File: config.mk
export PLATFORM = sky130hd
export DESIGN_NAME = link_condition_estimator
export DESIGN_NICKNAME = d
export VERILOG_FILES = /design/src/hw/rtl/lce_pkg.sv /design/src/hw/rtl/lce_divider.sv /design/src/hw/rtl/lce_datapath.sv /design/src/hw/rtl/lce_ctrl.sv /design/src/hw/rtl/link_condition_estimator.sv
export SDC_FILE = /design/constraint.sdc
export NUM_CORES = 2
export LEC_CHECK = 0
export ABC_AREA = 1
export CORE_ASPECT_RATIO = 1.5
export CORE_MARGIN = 4
export CORE_UTILIZATION = 65
export CTS_CLUSTER_DIAMETER = 50
export DETAILED_ROUTE_END_ITERATION = 10
export DONT_BUFFER_PORTS = 1
export GPL_TIMING_DRIVEN = 0
export PLACE_DENSITY = 0.78
export SLEW_MARGIN = 30
export SYNTH_ARGS = -nofsm -noshare
export SYNTH_HDL_FRONTEND = slang
export SYNTH_SLANG_ARGS = --single-unit
export TNS_END_PERCENT = 50
File: constraint.sdc
create_clock -name i_clk -period 7.3 [get_ports i_clk]
set_input_delay 1.095 -clock i_clk [delete_from_list [all_inputs] [get_ports i_clk]]
set_output_delay 1.095 -clock i_clk [all_outputs]
set_load 0.05 [all_outputs]
File: src/hw/rtl/lce_pkg.sv
// shared types and constants of the link condition estimator
`default_nettype none

package lce_pkg;

    localparam int RATE_W = 24;
    localparam int FRAC_W = 17;
    localparam int PCT_W = 15;
    localparam int BATT_W = 16;
    localparam int CFG_IDX_W = 2;
    localparam int CFG_DATA_W = 24;

    localparam logic [CFG_IDX_W-1:0] CFG_LINK_CAPACITY = 2'd0;
    localparam logic [CFG_IDX_W-1:0] CFG_LOAD_MODE = 2'd1;
    localparam logic [CFG_IDX_W-1:0] CFG_BATTERY_COST = 2'd2;

    localparam logic CMD_RADIO = 1'b0;
    localparam logic CMD_LOAD = 1'b1;

    localparam logic MODE_DIRECT = 1'b0;
    localparam logic MODE_SMOOTHED = 1'b1;

    localparam logic [RATE_W-1:0] MIN_RATE = 24'd8000;
    localparam logic [RATE_W-1:0] CAP_RESET = 24'd2000000;

    localparam int SUM_WEIGHT = 40;
    localparam int LATEST_WEIGHT = 60;
    localparam int ROUND_BIAS = 128;
    localparam int PCT_SCALE = 100;
    localparam int FRAC_SHIFT = 16;

    localparam int DIV_N = 40;
    localparam int DIV_STEP_W = 6;
    localparam int DIV_REM_W = 24;

    typedef enum logic [3:0] {
        ST_IDLE,
        ST_CLAMP,
        ST_FRAC_GO,
        ST_FRAC_WAIT,
        ST_RING_SUB,
        ST_RING_ADD,
        ST_CHECK,
        ST_FIN_A,
        ST_FIN_B,
        ST_PCT,
        ST_EMIT
    } t_state;

    typedef struct packed {
        logic capture;
        logic clamp;
        logic frac_go;
        logic frac_zero;
        logic frac_take;
        logic ring_sub;
        logic ring_add;
        logic fin_a;
        logic fin_b;
        logic pct_direct;
        logic pct_blend;
        logic emit;
    } t_dp_cmd;

    typedef struct packed {
        logic is_load;
        logic cap_zero;
        logic div_done;
        logic mode;
        logic out_free;
    } t_dp_stat;

endpackage

`default_nettype wire

File: src/hw/rtl/lce_divider.sv
// restoring serial divider, one quotient bit per cycle
`default_nettype none

module lce_divider (
    input  wire logic                            i_clk,
    input  wire logic                            i_rst_n,
    input  wire logic                            i_start,
    input  wire logic [lce_pkg::DIV_STEP_W-1:0]  i_steps,
    input  wire logic [lce_pkg::DIV_N-1:0]       i_dividend,
    input  wire logic [lce_pkg::DIV_REM_W-1:0]   i_divisor,
    output logic                                 o_done,
    output logic [lce_pkg::DIV_N-1:0]            o_quotient
);

    logic                              r_busy;
    logic                              r_done;
    logic [lce_pkg::DIV_STEP_W-1:0]    r_cnt;
    logic [lce_pkg::DIV_N-1:0]         r_dvd;
    logic [lce_pkg::DIV_REM_W-1:0]     r_rem;
    logic [lce_pkg::DIV_REM_W-1:0]     r_div;

    logic [lce_pkg::DIV_REM_W:0]       n_shift;
    logic [lce_pkg::DIV_REM_W:0]       n_diff;
    logic                              n_ge;

    always_comb begin
        n_shift = {r_rem, r_dvd[lce_pkg::DIV_N-1]};
        n_diff = n_shift - {1'b0, r_div};
        n_ge = (n_shift >= {1'b0, r_div});
    end

    always_ff @(posedge i_clk) begin
        if (!i_rst_n) begin
            r_busy <= 1'b0;
            r_done <= 1'b0;
        end else begin
            r_done <= 1'b0;
            if (i_start) begin
                r_busy <= 1'b1;
            end else if (r_busy && r_cnt == lce_pkg::DIV_STEP_W'(1)) begin
                r_busy <= 1'b0;
                r_done <= 1'b1;
            end
        end
    end

    always_ff @(posedge i_clk) begin
        if (i_start) begin
            r_cnt <= i_steps;
            r_dvd <= i_dividend;
            r_rem <= '0;
            r_div <= i_divisor;
        end else if (r_busy) begin
            r_cnt <= r_cnt - lce_pkg::DIV_STEP_W'(1);
            r_rem <= n_ge ? n_diff[lce_pkg::DIV_REM_W-1:0]
                          : n_shift[lce_pkg::DIV_REM_W-1:0];
            r_dvd <= {r_dvd[lce_pkg::DIV_N-2:0], n_ge};
        end
    end

    assign o_done = r_done;
    assign o_quotient = r_dvd;

endmodule

`default_nettype wire

File: src/hw/rtl/lce_datapath.sv
// datapath: config registers, rate state, load ring, blend arithmetic, output register
`default_nettype none

module lce_datapath #(
    parameter int HISTORY_DEPTH = 5
) (
    input  wire logic                            i_clk,
    input  wire logic                            i_rst_n,
    input  wire logic                            i_cfg_we,
    input  wire logic [lce_pkg::CFG_IDX_W-1:0]   i_cfg_index,
    input  wire logic [lce_pkg::CFG_DATA_W-1:0]  i_cfg_wdata,
    input  wire logic                            i_command,
    input  wire logic [lce_pkg::RATE_W-1:0]      i_rate_value,
    input  wire logic                            i_out_stall,
    input  wire lce_pkg::t_dp_cmd                i_cmd,
    output lce_pkg::t_dp_stat                    o_stat,
    output logic                                 o_out_valid,
    output logic [lce_pkg::PCT_W-1:0]            o_net_load_pct,
    output logic [lce_pkg::RATE_W-1:0]           o_transfer_rate,
    output logic [lce_pkg::BATT_W-1:0]           o_battery_level
);

    localparam int D = HISTORY_DEPTH;
    localparam int IDX_W = (D > 1) ? $clog2(D) : 1;
    localparam int SUM_W = $clog2(D * 65536 + 1);
    localparam int NUM_W = $clog2(lce_pkg::PCT_SCALE * D * 65536 + lce_pkg::ROUND_BIAS * D + 1);
    localparam int Q_W = NUM_W - 8;
    localparam int ACC_BIAS = lce_pkg::ROUND_BIAS * D;
    localparam int L_WEIGHT = lce_pkg::LATEST_WEIGHT * D;
    localparam int REC_K = Q_W + $clog2(D);
    localparam int REC_M = (2 ** REC_K + D - 1) / D;
    localparam int PROD_W = Q_W + REC_K + 1;

    logic [lce_pkg::RATE_W-1:0]  r_cap;
    logic                        r_mode;
    logic [lce_pkg::BATT_W-1:0]  r_batt;

    logic                        r_cmd;
    logic [lce_pkg::RATE_W-1:0]  r_rate;
    logic [lce_pkg::RATE_W-1:0]  r_cell;
    logic [lce_pkg::RATE_W-1:0]  r_radio;
    logic [lce_pkg::FRAC_W-1:0]  r_latest;
    logic [lce_pkg::FRAC_W-1:0]  r_ring [D];
    logic [IDX_W-1:0]            r_idx;
    logic [SUM_W-1:0]            r_sum;
    logic [NUM_W-1:0]            r_acc;
    logic [lce_pkg::RATE_W-1:0]  r_xfer;
    logic [lce_pkg::PCT_W-1:0]   r_pct;

    logic                        r_out_valid;
    logic [lce_pkg::PCT_W-1:0]   r_out_pct;
    logic [lce_pkg::RATE_W-1:0]  r_out_xfer;
    logic [lce_pkg::BATT_W-1:0]  r_out_batt;

    logic [lce_pkg::RATE_W-1:0]     n_low;
    logic [lce_pkg::RATE_W-1:0]     n_direct;
    logic [PROD_W-1:0]              n_blend;
    logic                           div_start;
    logic [lce_pkg::DIV_STEP_W-1:0] div_steps;
    logic [lce_pkg::DIV_N-1:0]      div_dividend;
    logic [lce_pkg::DIV_REM_W-1:0]  div_divisor;
    logic                           div_done;
    logic [lce_pkg::DIV_N-1:0]      div_quot;

    // config writes
    always_ff @(posedge i_clk) begin
        if (!i_rst_n) begin
            r_cap <= lce_pkg::CAP_RESET;
            r_mode <= lce_pkg::MODE_DIRECT;
            r_batt <= '0;
        end else if (i_cfg_we) begin
            unique case (i_cfg_index)
                lce_pkg::CFG_LINK_CAPACITY: r_cap <= i_cfg_wdata;
                lce_pkg::CFG_LOAD_MODE:     r_mode <= i_cfg_wdata[0];
                lce_pkg::CFG_BATTERY_COST:  r_batt <= i_cfg_wdata[lce_pkg::BATT_W-1:0];
                default: begin
                end
            endcase
        end
    end

    always_comb begin
        n_low = (r_cell < r_radio) ? r_cell : r_radio;
        if (n_low < lce_pkg::MIN_RATE) begin
            n_low = lce_pkg::MIN_RATE;
        end
        n_direct = lce_pkg::RATE_W'(r_latest) * lce_pkg::RATE_W'(lce_pkg::PCT_SCALE)
                 + lce_pkg::RATE_W'(lce_pkg::ROUND_BIAS);
        // blend over 256 * depth: drop 8 bits, then reciprocal multiply by depth
        n_blend = PROD_W'(r_acc[NUM_W-1:8]) * PROD_W'(REC_M);
    end

    // serial divider for the load fraction
    always_comb begin
        div_start = i_cmd.frac_go;
        div_steps = lce_pkg::DIV_STEP_W'(lce_pkg::DIV_N);
        div_dividend = {r_cell, {lce_pkg::FRAC_SHIFT{1'b0}}};
        div_divisor = r_cap;
    end

    lce_divider u_div (
        .i_clk      (i_clk),
        .i_rst_n    (i_rst_n),
        .i_start    (div_start),
        .i_steps    (div_steps),
        .i_dividend (div_dividend),
        .i_divisor  (div_divisor),
        .o_done     (div_done),
        .o_quotient (div_quot)
    );

    // item state
    always_ff @(posedge i_clk) begin
        if (!i_rst_n) begin
            r_cell <= '0;
            r_radio <= '0;
            r_latest <= '0;
            r_idx <= '0;
            r_sum <= '0;
            for (int i = 0; i < D; i++) begin
                r_ring[i] <= '0;
            end
        end else begin
            if (i_cmd.clamp) begin
                if (r_cmd == lce_pkg::CMD_LOAD) begin
                    r_cell <= (r_rate < r_cap) ? r_rate : r_cap;
                end else begin
                    r_radio <= r_rate;
                end
            end
            if (i_cmd.frac_zero) begin
                r_latest <= '0;
            end else if (i_cmd.frac_take) begin
                r_latest <= div_quot[lce_pkg::FRAC_W-1:0];
            end
            if (i_cmd.ring_sub) begin
                r_sum <= r_sum - SUM_W'(r_ring[r_idx]);
                r_ring[r_idx] <= r_latest;
            end
            if (i_cmd.ring_add) begin
                r_sum <= r_sum + SUM_W'(r_latest);
                r_idx <= (r_idx == IDX_W'(D - 1)) ? '0 : r_idx + IDX_W'(1);
            end
        end
    end

    always_ff @(posedge i_clk) begin
        if (i_cmd.capture) begin
            r_cmd <= i_command;
            r_rate <= i_rate_value;
        end
        if (i_cmd.fin_a) begin
            r_xfer <= n_low;
            r_acc <= NUM_W'(r_sum) * NUM_W'(lce_pkg::SUM_WEIGHT) + NUM_W'(ACC_BIAS);
        end
        if (i_cmd.fin_b) begin
            r_xfer <= (r_xfer < r_cap) ? r_xfer : r_cap;
            r_acc <= r_acc + NUM_W'(r_latest) * NUM_W'(L_WEIGHT);
        end
        if (i_cmd.pct_direct) begin
            r_pct <= n_direct[lce_pkg::PCT_W+7:8];
        end else if (i_cmd.pct_blend) begin
            r_pct <= n_blend[REC_K +: lce_pkg::PCT_W];
        end
    end

    // output register
    always_ff @(posedge i_clk) begin
        if (!i_rst_n) begin
            r_out_valid <= 1'b0;
        end else if (i_cmd.emit) begin
            r_out_valid <= 1'b1;
        end else if (!i_out_stall) begin
            r_out_valid <= 1'b0;
        end
    end

    always_ff @(posedge i_clk) begin
        if (i_cmd.emit) begin
            r_out_pct <= r_pct;
            r_out_xfer <= r_xfer;
            r_out_batt <= r_batt;
        end
    end

    always_comb begin
        o_stat.is_load = (r_cmd == lce_pkg::CMD_LOAD);
        o_stat.cap_zero = (r_cap == '0);
        o_stat.div_done = div_done;
        o_stat.mode = r_mode;
        o_stat.out_free = !r_out_valid || !i_out_stall;
    end

    assign o_out_valid = r_out_valid;
    assign o_net_load_pct = r_out_pct;
    assign o_transfer_rate = r_out_xfer;
    assign o_battery_level = r_out_batt;

endmodule

`default_nettype wire

File: src/hw/rtl/lce_ctrl.sv
// controller state machine sequencing one update at a time
`default_nettype none

module lce_ctrl (
    input  wire logic                i_clk,
    input  wire logic                i_rst_n,
    input  wire logic                i_in_valid,
    input  wire lce_pkg::t_dp_stat   i_stat,
    output logic                     o_in_stall,
    output lce_pkg::t_dp_cmd         o_cmd
);

    lce_pkg::t_state r_state;
    lce_pkg::t_state n_state;
    logic            r_primed;

    always_ff @(posedge i_clk) begin
        if (!i_rst_n) begin
            r_state <= lce_pkg::ST_IDLE;
            r_primed <= 1'b0;
        end else begin
            r_state <= n_state;
            if (r_state == lce_pkg::ST_CHECK) begin
                r_primed <= 1'b1;
            end
        end
    end

    always_comb begin
        n_state = r_state;
        unique case (r_state)
            lce_pkg::ST_IDLE: begin
                if (i_in_valid) begin
                    n_state = lce_pkg::ST_CLAMP;
                end
            end
            lce_pkg::ST_CLAMP: begin
                n_state = i_stat.is_load ? lce_pkg::ST_FRAC_GO : lce_pkg::ST_CHECK;
            end
            lce_pkg::ST_FRAC_GO: begin
                n_state = i_stat.cap_zero ? lce_pkg::ST_RING_SUB : lce_pkg::ST_FRAC_WAIT;
            end
            lce_pkg::ST_FRAC_WAIT: begin
                if (i_stat.div_done) begin
                    n_state = lce_pkg::ST_RING_SUB;
                end
            end
            lce_pkg::ST_RING_SUB: n_state = lce_pkg::ST_RING_ADD;
            lce_pkg::ST_RING_ADD: n_state = lce_pkg::ST_CHECK;
            lce_pkg::ST_CHECK: begin
                n_state = r_primed ? lce_pkg::ST_FIN_A : lce_pkg::ST_IDLE;
            end
            lce_pkg::ST_FIN_A: n_state = lce_pkg::ST_FIN_B;
            lce_pkg::ST_FIN_B: n_state = lce_pkg::ST_PCT;
            lce_pkg::ST_PCT: n_state = lce_pkg::ST_EMIT;
            lce_pkg::ST_EMIT: begin
                if (i_stat.out_free) begin
                    n_state = lce_pkg::ST_IDLE;
                end
            end
            default: n_state = lce_pkg::ST_IDLE;
        endcase
    end

    always_comb begin
        o_cmd = '0;
        o_in_stall = 1'b1;
        unique case (r_state)
            lce_pkg::ST_IDLE: begin
                o_in_stall = 1'b0;
                o_cmd.capture = i_in_valid;
            end
            lce_pkg::ST_CLAMP: o_cmd.clamp = 1'b1;
            lce_pkg::ST_FRAC_GO: begin
                o_cmd.frac_go = !i_stat.cap_zero;
                o_cmd.frac_zero = i_stat.cap_zero;
            end
            lce_pkg::ST_FRAC_WAIT: o_cmd.frac_take = i_stat.div_done;
            lce_pkg::ST_RING_SUB: o_cmd.ring_sub = 1'b1;
            lce_pkg::ST_RING_ADD: o_cmd.ring_add = 1'b1;
            lce_pkg::ST_CHECK: begin
            end
            lce_pkg::ST_FIN_A: o_cmd.fin_a = 1'b1;
            lce_pkg::ST_FIN_B: o_cmd.fin_b = 1'b1;
            lce_pkg::ST_PCT: begin
                o_cmd.pct_direct = (i_stat.mode == lce_pkg::MODE_DIRECT);
                o_cmd.pct_blend = (i_stat.mode == lce_pkg::MODE_SMOOTHED);
            end
            lce_pkg::ST_EMIT: o_cmd.emit = i_stat.out_free;
            default: begin
            end
        endcase
    end

endmodule

`default_nettype wire

File: src/hw/rtl/link_condition_estimator.sv
// top level of the link condition estimator
// radio update: capture, clamp, check, finish steps A and B, percentage, then emit to the output register
// load update: adds the load fraction from the 40-step serial divider and the ring update
// zero capacity skips the divider and takes a zero fraction; smoothed and direct mode take the same time
// one item at a time; the output register lets the next input beat in while a result waits
// synchronous active-low reset clears controller and item state, ring and config to reset values
`default_nettype none

module link_condition_estimator #(
    parameter int HISTORY_DEPTH = 5
) (
    input  wire logic                            i_clk,
    input  wire logic                            i_rst_n,
    input  wire logic                            i_cfg_we,
    input  wire logic [lce_pkg::CFG_IDX_W-1:0]   i_cfg_index,
    input  wire logic [lce_pkg::CFG_DATA_W-1:0]  i_cfg_wdata,
    input  wire logic                            i_in_valid,
    output logic                                 o_in_stall,
    input  wire logic                            i_command,
    input  wire logic [lce_pkg::RATE_W-1:0]      i_rate_value,
    output logic                                 o_out_valid,
    input  wire logic                            i_out_stall,
    output logic [lce_pkg::PCT_W-1:0]            o_net_load_pct,
    output logic [lce_pkg::RATE_W-1:0]           o_transfer_rate,
    output logic [lce_pkg::BATT_W-1:0]           o_battery_level
);

    lce_pkg::t_dp_cmd  dp_cmd;
    lce_pkg::t_dp_stat dp_stat;

    lce_ctrl u_ctrl (
        .i_clk      (i_clk),
        .i_rst_n    (i_rst_n),
        .i_in_valid (i_in_valid),
        .i_stat     (dp_stat),
        .o_in_stall (o_in_stall),
        .o_cmd      (dp_cmd)
    );

    lce_datapath #(
        .HISTORY_DEPTH (HISTORY_DEPTH)
    ) u_dp (
        .i_clk           (i_clk),
        .i_rst_n         (i_rst_n),
        .i_cfg_we        (i_cfg_we),
        .i_cfg_index     (i_cfg_index),
        .i_cfg_wdata     (i_cfg_wdata),
        .i_command       (i_command),
        .i_rate_value    (i_rate_value),
        .i_out_stall     (i_out_stall),
        .i_cmd           (dp_cmd),
        .o_stat          (dp_stat),
        .o_out_valid     (o_out_valid),
        .o_net_load_pct  (o_net_load_pct),
        .o_transfer_rate (o_transfer_rate),
        .o_battery_level (o_battery_level)
    );

endmodule

`default_nettype wire

==> flow_metrics.tcl <==
set metrics [dict create \
    start_util 0.658 \
    seqCellArea_sq_mm 0.0135 \
    finalWorstSetupSlack_ns 0.884 \
    slowest_stage "sky130_fd_sc_hd__dfxtp_1" \
    place.detailed.hpwl_mm 84.0 \
    multi_input_gate_area_sq_mm 0.0202 \
    top_level_ports 113 \
    holdPathStages 0 \
    io_buffers 0 \
    largest_net_degree_at_the_start_of_global_routing 26 \
    yosys_most_used_dff "sky130_fd_sc_hd__edfxtp_1" \
    cell_taking_the_most_area_after_synthesis "sky130_fd_sc_hd__edfxtp_1" \
    number_of_antenna_violations_at_the_first_check_in_global_routing 0 \
    worstReg2RegStart "u_dp.r_latest[4]" \
    cts-htree-levels 2 \
    core_area_sq_mm 0.0558 \
    ctsRootBufferMaster "sky130_fd_sc_hd__clkbuf_16" \
    area_delta_synth_final_pct 7.97 \
    cts.reportedPaths.clkPinSlew_ns 0.06 \
    min-delay-path-class "reg2reg" \
    via_to_cell_ratio 5.84 \
    critical-path-max-stage-delay_ns 0.81 \
    worstPathRequired_ns 7.65 \
    r2r.worst_path.cells 21 \
    first_pass_grt_wire_length_mm 164 \
    fillerInstances 4411 \
    avgRoutedWirePerCell_um 20.2 \
    period_minus_slack_ns 6.42 \
    timing_worst_slew_pin_value_ns 1.01 \
    totalNegativeSetupSlack_ns 0 \
    fraction_of_layout_instances_using_a_drive_strength_above_1 0.0464 \
    unrepaired_setup_endpoints_after_global_routing "false" \
    fp-row-count 106 \
    run_status "complete, no violations" \
    yosys.cell_count.top_type "sky130_fd_sc_hd__nand2_1" \
    min_period_over_period 0.879 \
    power_density_cells_mw_per_mm2 286 \
    synth.ff_latch_count 511 \
    cp_most_frequent_cell "sky130_fd_sc_hd__ha_1" \
    post_cts_buffers 0 \
    fraction_of_the_yosys_area_taken_by_sequential_cells 0.367 \
    synthArstFlopShare 0 \
    final.setup_skew_ns 0.0288 \
    postSynthCellCount 4376 \
    postCtsResizedCells 0 \
    detailedRoute.firstIterationViolations 1957 \
    syn-num-nets 4984 \
    first_global_vias 31054 \
    regToRegSetupSlack_ns 0.88 \
    cellLeakagePower_nw 18.5 \
    crit-reg2reg-capture "u_dp.r_acc[23]" \
    netlist-cell-type-count 61 \
    die_extent_in_x_um 202 \
    hold_path_end "u_dp.o_net_load_pct[0]" \
    route.detailed.drc 0 \
    cts-root-to-sink-buffers 3 \
    die_area_sq_mm 0.0605 \
    arrival_ns 6.77 \
    globalplace.congestion 1.00 \
    synth.area.top_cells "sky130_fd_sc_hd__edfxtp_1 27%, sky130_fd_sc_hd__ha_1 14%, sky130_fd_sc_hd__dfxtp_1 10%" \
    die-height_um 299 \
    detail-route-antenna-nets 0 \
    critPathLaunchType "register" \
    vdd_drop_max_mv 0.321 \
    maxCapViolations 0 \
    chain_of_cells_forming_the_critical_path "ha_1 -> ha_1 -> inv_1 -> fa_1 -> fa_1 -> inv_1 -> ha_1 -> a21oi_1 -> a21boi_0 -> o21ai_0 -> a31oi_1 -> o211ai_1 -> xor2_1 -> ha_1 -> nand2_1 -> nand2_1 -> o21bai_1 -> a211oi_1 -> nand4_1 -> nand3_1 -> nand2_1" \
    postRouteWirelength_mm 106 \
    overflow 0 \
    cts_num_sinks 511 \
    achievable-frequency_mhz 156 \
    maxSlewViolCount 0 \
    final_hold_viol_count 0 \
    tritoncts "built" \
    synthesis.yosys.warnings 0 \
    detail_route.first_pass.iterations 8 \
    grtUsageTotal 0.346 \
    insertion_delay_ns 0.62 \
    ys_top_cells_by_count "775 x sky130_fd_sc_hd__nand2_1, 657 x sky130_fd_sc_hd__inv_1, 467 x sky130_fd_sc_hd__nor2_1" \
    synth_top_area_frac 0.266 \
    via_count 30590 \
    crit_type "reg2reg" \
    cts_made_buffers 52 \
    worst-path-max-fanout 13 \
    crit_path_end_kind "register" \
    setup_viol 0 \
    crit_start "u_dp.r_latest[4]" \
    cts_hold_buf 0 \
    min-delay-start "u_dp.r_pct[0]" \
    synth_edf_count 326 \
    syn-mean-instance-area_sq_um 8.40 \
    preCtsSetupSlack_ns 1.12 \
    netlist_area_sq_mm 0.0367 \
    relSlewSlack 0.320 \
    final_nets 5047 \
]
-- state kept, by name, indices dropped and copies added, names as in the netlist, 16 cells and up, named ones only --
name / count
u_dp.div_divisor: 24
u_dp.o_battery_level: 16
u_dp.o_transfer_rate: 24
u_dp.r_acc: 23
u_dp.r_batt: 16
u_dp.r_cell: 24
u_dp.r_latest: 17
u_dp.r_radio: 24
u_dp.r_rate: 24
u_dp.r_ring: 136
u_dp.r_sum: 19
u_dp.r_xfer: 24
u_dp.u_div.o_quotient: 40
u_dp.u_div.r_div: 24
u_dp.u_div.r_rem: 24
-- per-stage QoR --
stage / power [W] / instance area [sq um] / std cells / utilization / hold slack (ns)
final: 0.0113 / 39700 / 5238 / 0.710 / 0.418
after global routing: 0.0120 / 39700 / 5237 / 0.710 / 0.433
after CTS: 0.0113 / 39700 / 5237 / 0.710 / 0.418
after detailed placement: 0.00848 / 37900 / 5141 / 0.678 / 0.405
after global placement: 0.00838 / 37700 / 5132 / 0.675 / 0.401
after floorplan: 0.00712 / 36700 / 4376 / - / 0.400
-- report_power, final --
part	internal, W	switching (W)
sequential	0.00358	0.000241
combinational	0.00158	0.00314
clock	0.00159	0.00121
-- cells by family after synthesis --
logic type / Yosys count / synth area share
xor gates and xnor gates: 101 / 0.0252
DFF: 511 / 0.367
buffers and inverters: 786 / 0.0840
adders and majority gates: 552 / 0.214
and+or+nand+nor: 1633 / 0.187
AOI/OAI and AO/OA: 793 / 0.122
-- how the worst max path moves through the flow --
stage	slack, ns	to	cells past startpoint
6_report	0.88	u_dp.r_acc[23]	21
5_1_grt	0.74	u_dp.r_acc[23]	21
3_3_place_gp	1.16	u_dp.o_transfer_rate[1]	1
2_1_floorplan	1.90	u_dp.r_pct[9]	22
3_5_place_dp	1.12	u_dp.r_acc[23]	21
4_1_cts	1.09	u_dp.r_acc[23]	21
-- critical path: cells and delay by family, from the launching register on --
family / cells / cell delay (ns)
buffers and inverters: 2 / 0.10
AND/OR/NAND/NOR: 5 / 0.51
AO/OA/AOI/OAI: 7 / 1.78
flip-flops: 1 / 0.81
XOR/XNOR: 1 / 0.56
adder cells (fa/ha/maj): 6 / 2.39
-- layout make-up --
type | instances | area share
repair buffers | 9 | 0.00341
well taps | 756 | 0.0238
plain buffers | 114 | 0.0142
clock buffers | 68 | 0.0361
inverters | 672 | 0.0637
clock inverters | 28 | 0.00924
flip-flops and latches | 511 | 0.340
diodes | 1 | 0.0000631
multi-input cells | 3079 | 0.509
-- routing by layer --
metal | vias to the layer above | global-route usage | wire, um
met2 | 1147 | 0.625 | 53800
met3 | 464 | 0.0467 | 5730
met4 | 0 | 0.257 | 9740
li1 | 14722 | - | -
met5 | - | 0 | 0
met1 | 14257 | 0.364 | 36500
-- placed cells by master (no fill, tap or decap), types with 129 or more instances in the layout --
master / Yosys / final
sky130_fd_sc_hd__a21oi_1: 296 / 295
sky130_fd_sc_hd__nand3_1: 236 / 236
sky130_fd_sc_hd__o21ai_0: 250 / 250
sky130_fd_sc_hd__edfxtp_1: 326 / 326
sky130_fd_sc_hd__nand2_1: 775 / 773
sky130_fd_sc_hd__nor2_1: 467 / 465
sky130_fd_sc_hd__fa_1: 129 / 129
sky130_fd_sc_hd__ha_1: 423 / 423
sky130_fd_sc_hd__inv_1: 657 / 657
sky130_fd_sc_hd__dfxtp_1: 185 / 185
Note: power is estimated with default switching activity, not from simulation.
